--- config.mk ---
export PLATFORM = sky130hd
export DESIGN_NAME = csdd_ctrl
export DESIGN_NICKNAME = d
export VERILOG_FILES = /design/src/rtl/csdd_pkg.sv /design/src/rtl/csdd_ctrl.sv
export SDC_FILE = /design/constraint.sdc
export NUM_CORES = 1
export LEC_CHECK = 0
export BUFFER_PORTS_ARGS = -buffer_cell sky130_fd_sc_hd__buf_2
export CORE_MARGIN = 3
export CORE_UTILIZATION = 46
export DETAILED_ROUTE_END_ITERATION = 12
export PLACE_DENSITY = 0.89
export RECOVER_POWER = 25
export SLEW_MARGIN = 20
export SYNTH_ARGS = -nofsm -noshare
export SYNTH_HDL_FRONTEND = slang
export SYNTH_SLANG_ARGS = --single-unit
export TNS_END_PERCENT = 1
--- constraint.sdc ---
create_clock -name clk -period 3.6 [get_ports clk]
set_clock_uncertainty 0.1 [all_clocks]
set_input_delay 0.36 -clock clk [delete_from_list [all_inputs] [get_ports clk]]
set_output_delay 0.36 -clock clk [all_outputs]
set_load 0.01 [all_outputs]
--- src/rtl/csdd_pkg.sv ---
`timescale 1ns / 1ps
// ----------------------------------------------------------------------------
// Cosine similarity drift detector package
// Shared opcodes, status codes, controller states and the command and status
// bundles between the controller and the datapath.
// ----------------------------------------------------------------------------
package csdd_pkg;

  localparam int FRAC_SHIFT = 20;
  localparam int SIM_ONE    = 16384;
  localparam int SCORE_ONE  = 32768;
  localparam int CDIV_STEPS = 15;
  localparam logic [15:0] THRESH_RESET = 16'd3277;

  typedef enum logic [2:0] {
    OP_REF_ELEM    = 3'd0,
    OP_REF_EMPTY   = 3'd1,
    OP_CUR_ELEM    = 3'd2,
    OP_END_BATCH   = 3'd3,
    OP_CLEAR_REFS  = 3'd4,
    OP_EMPTY_POINT = 3'd5
  } opcode_t;

  typedef enum logic [1:0] {
    ST_OK          = 2'd0,
    ST_NO_REF      = 2'd1,
    ST_BATCH_EMPTY = 2'd2,
    ST_NO_VALID    = 2'd3
  } status_t;

  typedef enum logic [4:0] {
    S_IDLE,
    S_PT_START,
    S_LEN_RD,
    S_LEN_CHK,
    S_MAC,
    S_MAC_END,
    S_NORM,
    S_SQA_GO,
    S_SQA_WAIT,
    S_SQB_GO,
    S_SQB_WAIT,
    S_MUL,
    S_CDIV_GO,
    S_CDIV_WAIT,
    S_SIM_ADD,
    S_NEXT_REF,
    S_MEAN_GO,
    S_MEAN_WAIT,
    S_COMMIT,
    S_END,
    S_AVG_GO,
    S_AVG_WAIT,
    S_OUT
  } state_t;

  typedef struct packed {
    logic ref_elem;
    logic ref_empty;
    logic cur_elem;
    logic clear_refs;
    logic empty_point;
    logic pt_init;
    logic ps_clear;
    logic len_rd;
    logic mac_init;
    logic mac_issue;
    logic sqrt_start_a;
    logic sqrt_start_b;
    logic mul;
    logic cdiv_start;
    logic sim_add;
    logic next_ref;
    logic mean_start;
    logic pt_commit;
    logic avg_start;
    logic out_load;
  } cmd_t;

  typedef struct packed {
    logic ref_none;
    logic len_ok;
    logic mac_last;
    logic norm_zero;
    logic sqrt_done;
    logic cdiv_done;
    logic div_done;
    logic last_ref;
    logic batch_ok;
    logic out_busy;
  } stat_t;

endpackage

--- src/rtl/csdd_ctrl.sv ---
`timescale 1ns / 1ps
// ----------------------------------------------------------------------------
// Drift detector controller
// Decodes accepted words and sequences the per-reference similarity loop,
// the point mean, the batch average and the result hand-off.
// ----------------------------------------------------------------------------
module csdd_ctrl (
  input  logic            clk,
  input  logic            rst,
  input  logic            in_valid,
  input  logic [2:0]      opcode,
  input  logic            last,
  output logic            in_ready,
  output csdd_pkg::cmd_t  cmd,
  input  csdd_pkg::stat_t st
);

  import csdd_pkg::*;

  state_t state;
  state_t state_next;

  always_ff @(posedge clk) begin
    if (rst) begin
      state <= S_IDLE;
    end else begin
      state <= state_next;
    end
  end

  always_comb begin
    state_next = state;
    cmd        = '0;
    in_ready   = (state == S_IDLE);
    unique case (state)
      S_IDLE: begin
        if (in_valid) begin
          unique case (opcode)
            OP_REF_ELEM:    cmd.ref_elem = 1'b1;
            OP_REF_EMPTY:   cmd.ref_empty = 1'b1;
            OP_CUR_ELEM: begin
              cmd.cur_elem = 1'b1;
              if (last) begin
                state_next = S_PT_START;
              end
            end
            OP_END_BATCH:   state_next = S_END;
            OP_CLEAR_REFS:  cmd.clear_refs = 1'b1;
            OP_EMPTY_POINT: cmd.empty_point = 1'b1;
            default: ;
          endcase
        end
      end
      S_PT_START: begin
        if (st.ref_none) begin
          cmd.ps_clear = 1'b1;
          state_next   = S_COMMIT;
        end else begin
          cmd.pt_init = 1'b1;
          state_next  = S_LEN_RD;
        end
      end
      S_LEN_RD: begin
        cmd.len_rd = 1'b1;
        state_next = S_LEN_CHK;
      end
      S_LEN_CHK: begin
        // A length mismatch or an empty vector adds nothing to the sum.
        if (st.len_ok) begin
          cmd.mac_init = 1'b1;
          state_next   = S_MAC;
        end else begin
          state_next = S_NEXT_REF;
        end
      end
      S_MAC: begin
        cmd.mac_issue = 1'b1;
        if (st.mac_last) begin
          state_next = S_MAC_END;
        end
      end
      S_MAC_END: state_next = S_NORM;
      S_NORM: state_next = st.norm_zero ? S_NEXT_REF : S_SQA_GO;
      S_SQA_GO: begin
        cmd.sqrt_start_a = 1'b1;
        state_next       = S_SQA_WAIT;
      end
      S_SQA_WAIT: begin
        if (st.sqrt_done) begin
          state_next = S_SQB_GO;
        end
      end
      S_SQB_GO: begin
        cmd.sqrt_start_b = 1'b1;
        state_next       = S_SQB_WAIT;
      end
      S_SQB_WAIT: begin
        if (st.sqrt_done) begin
          state_next = S_MUL;
        end
      end
      S_MUL: begin
        cmd.mul    = 1'b1;
        state_next = S_CDIV_GO;
      end
      S_CDIV_GO: begin
        cmd.cdiv_start = 1'b1;
        state_next     = S_CDIV_WAIT;
      end
      S_CDIV_WAIT: begin
        if (st.cdiv_done) begin
          state_next = S_SIM_ADD;
        end
      end
      S_SIM_ADD: begin
        cmd.sim_add = 1'b1;
        state_next  = S_NEXT_REF;
      end
      S_NEXT_REF: begin
        cmd.next_ref = 1'b1;
        state_next   = st.last_ref ? S_MEAN_GO : S_LEN_RD;
      end
      S_MEAN_GO: begin
        cmd.mean_start = 1'b1;
        state_next     = S_MEAN_WAIT;
      end
      S_MEAN_WAIT: begin
        if (st.div_done) begin
          state_next = S_COMMIT;
        end
      end
      S_COMMIT: begin
        cmd.pt_commit = 1'b1;
        state_next    = S_IDLE;
      end
      S_END: state_next = st.batch_ok ? S_AVG_GO : S_OUT;
      S_AVG_GO: begin
        cmd.avg_start = 1'b1;
        state_next    = S_AVG_WAIT;
      end
      S_AVG_WAIT: begin
        if (st.div_done) begin
          state_next = S_OUT;
        end
      end
      S_OUT: begin
        if (!st.out_busy) begin
          cmd.out_load = 1'b1;
          state_next   = S_IDLE;
        end
      end
      default: state_next = S_IDLE;
    endcase
  end

endmodule

==> reports/results.ini <==
[run_status]
status=finished clean

[drt]
drc_errors=0
wl_um=2010
wire_per_inst_um=14.1
ant_nets=0
vias_per_cell=6.29
first_iter_violations=55
dr.pass1.iters=4
num_vias=899

[logic_synthesis]
synth_area_leader_cell=dfxtp_1
netlist_area_um2=669
yosys.area_share.simple_pct=50.8
synth_top_family_by_area=simple AND/OR/NAND/NOR gates
ys_top_cells_by_area=dfxtp_1, nor2_1, nor4_1, nor3_1, clkbuf_8
ys_ff_latch=5
synthXorXnorAreaFrac_pct=0
synth_compound_area_share_pct=22.6
ys_types=38
synth.area.mux_share_pct=0
ys_dominant_reg_cell=dfxtp_1
ys_top_cells_by_count=nor2_1, nor3_1
seq_area_frac_synth_pct=15.0
yosys.area.top_type_share_pct=15.0
synthCells=93
synth_fa_ha_area_share_pct=0
syn_nets=110
async_flop_share_pct=0
synth_edf_count=0
avgSynthCellArea_um2=7.20
yosysMostFrequentCell=nor2_1
synth_warnings=0

[cells_and_area]
largest_register=state
antenna_cells=0
fillers=121
reg_top3=state: 5 flops
area_growth_pct=24.5
nets=146
final_cell_count_no_fill=143
drive_gt1_share_pct=34.4
largest_reg_flops=5
final_area_um2=833

[grt]
grt_max_degree=20
grt_pass1_vias=790
grt_pass1_wl_um=3220
grt_usage_pct=21.0
overflow=0
antenna_found_initial=0

[floorplanning]
core_area_um2=1330
die_w_um=44.1
io_pins=38
fp-row-count=13
die_y_um=44.1
die-area_um2=1950
initial_core_util_pct=50.2

[worst_hold_path]
hp-class=input port to flop
hold_depth=2
hp-start=rst
hold_end=state[3]$_SDFFE_PP0P_

[clock_network]
ctsHoldBuffers=0
clockBufferDepth=2
insertion_delay_ns=0.24
cts_tree=done
post-cts-setup-buffers=0
cts_sinks=5
root_buffer=clkbuf_4
cts_made_buffers=3
clk_pin_slew_ns=0.05
cts_max_level=1
postCtsResizedCells=0

[timing]
hold_ws_ns=0.267
fin_tns_setup_ns=0
max_slew.worst_pin.slew_ns=0.551
setup_viol_count_final=0
finalHoldViolations=0
layout_min_cycle_time_ns=2.38
rsz0062_at_grt=no
fmax_mhz=420
fin_crit_sh_pct=66.2
relSlewSlack_pct=63.0
maxSlewViolCount=0

[pwr]
peakVddDrop_v=0.000297
power_frac_seq_pct=27.0
power_leakage_nw=0.379
switching_share_pct=52.7
power.density_nw_per_um2=650
p_sw_uw=286
combPwrFrac_pct=60.8
internal_power_uw=256
power_uw=542
p_clk_share_pct=12.3

[critical_path]
required_ns=3.14
cp_max_fo=19
cp-start-kind=flop
worstPathArrival_ns=1.92
worst_path_largest_cell_delay_ns=0.54
path_class=flop to primary output
r2r-start=state[2]$_SDFFE_PP0P_
cpMaxStageDelayCell=nor3_1
worst_setup_path_end_kind=primary output
reg2reg_depth=5
path_cells=nor3_1, nand2_1, nor2_1, nand2_1, nor2_1, buf_2
timing.rr.end=state[1]$_SDFFE_PP0P_
reg2reg_slack_ns=1.46

[placement]
place.gp.congestion=0.805
hpwl_um=1470
port-buffer-count=37
dpl.cell_count=139
dpl-instance-area_um2=815

[job]
drv_cap=0

## worst max-delay path, delay by kind of cell, from the launching register on
kind	cells	cell delay, ns
buffers and inverters	1	0.14
flip-flops	1	0.47
AND/OR/NAND/NOR	5	1.07
## metal layers
metal  vias up  routed length (µm)  track usage (%)
li1        426                   -                -
met1       394                 763             23.2
met5         -                   0                0
met3         6                 256             4.47
met2        73                 966             37.5
met4         0                  24             10.2
## cell families (layout without fill, tap and decap cells)
| kind of cell | Yosys count | after routing |
|---|---|---|
| AND/OR/NAND/NOR | 56 | 56 |
| AO/OA/AOI/OAI | 21 | 21 |
| buffers and inverters | 11 | 46 |
| flip-flops | 5 | 5 |
## placed cells by master (no fill, tap or decap), types with 2 or more instances in the layout
cell / count
a211o_1: 3
a211oi_1: 2
a21oi_1: 2
a31oi_1: 2
buf_2: 33
clkbuf_1: 5
clkbuf_4: 3
dfxtp_1: 5
inv_1: 5
nand2_1: 5
nand2b_1: 4
nand3b_1: 2
nand4_1: 2
nor2_1: 15
nor3_1: 6
nor4_1: 5
o21ai_0: 4
o32ai_1: 3
or3_1: 2
or3b_2: 3
## area by class of cell
cell class	count	area (µm²)	share of cell area, %
Tap cell	15	18.8	2.25
Clock buffer	4	26.3	3.15
Multi-Input combinational cell	77	489	58.7
Sequential cell	5	100	12.0
Inverter	5	18.8	2.25
Timing Repair Buffer	37	180	21.6
## stage by stage
| stage | util (%) | worst slack (ns) |
|---|---|---|
| CTS | 63.0 | 1.33 |
| global route | 62.5 | 0.994 |
| floorplan | - | 1.79 |
| detailed placement | 61.1 | 1.52 |
| global placement | 61.1 | 1.56 |
| finish | 62.5 | 1.22 |
## power groups by stage
stage | registers, mW | clock network, mW | logic (mW)
2_1_floorplan | 0.0920 | 0 | 0.309
3_3_place_gp | 0.141 | 0 | 0.316
3_5_place_dp | 0.145 | 0 | 0.322
4_1_cts | 0.142 | 0.0656 | 0.327
5_1_grt | 0.151 | 0.0688 | 0.366
6_report | 0.146 | 0.0664 | 0.329
## how the worst max path moves through the flow
stage | start | to
floorplan | state[3]$_SDFFE_PP0P_ | cmd[18]
global placement | state[2]$_SDFFE_PP0P_ | state[2]$_SDFFE_PP0P_
detailed placement | state[2]$_SDFFE_PP0P_ | state[2]$_SDFFE_PP0P_
CTS | state[3]$_SDFFE_PP0P_ | cmd[16]
global route | state[3]$_SDFFE_PP0P_ | cmd[16]
finish | state[3]$_SDFFE_PP0P_ | cmd[16]
Note: power is estimated with default switching activity, not from simulation.
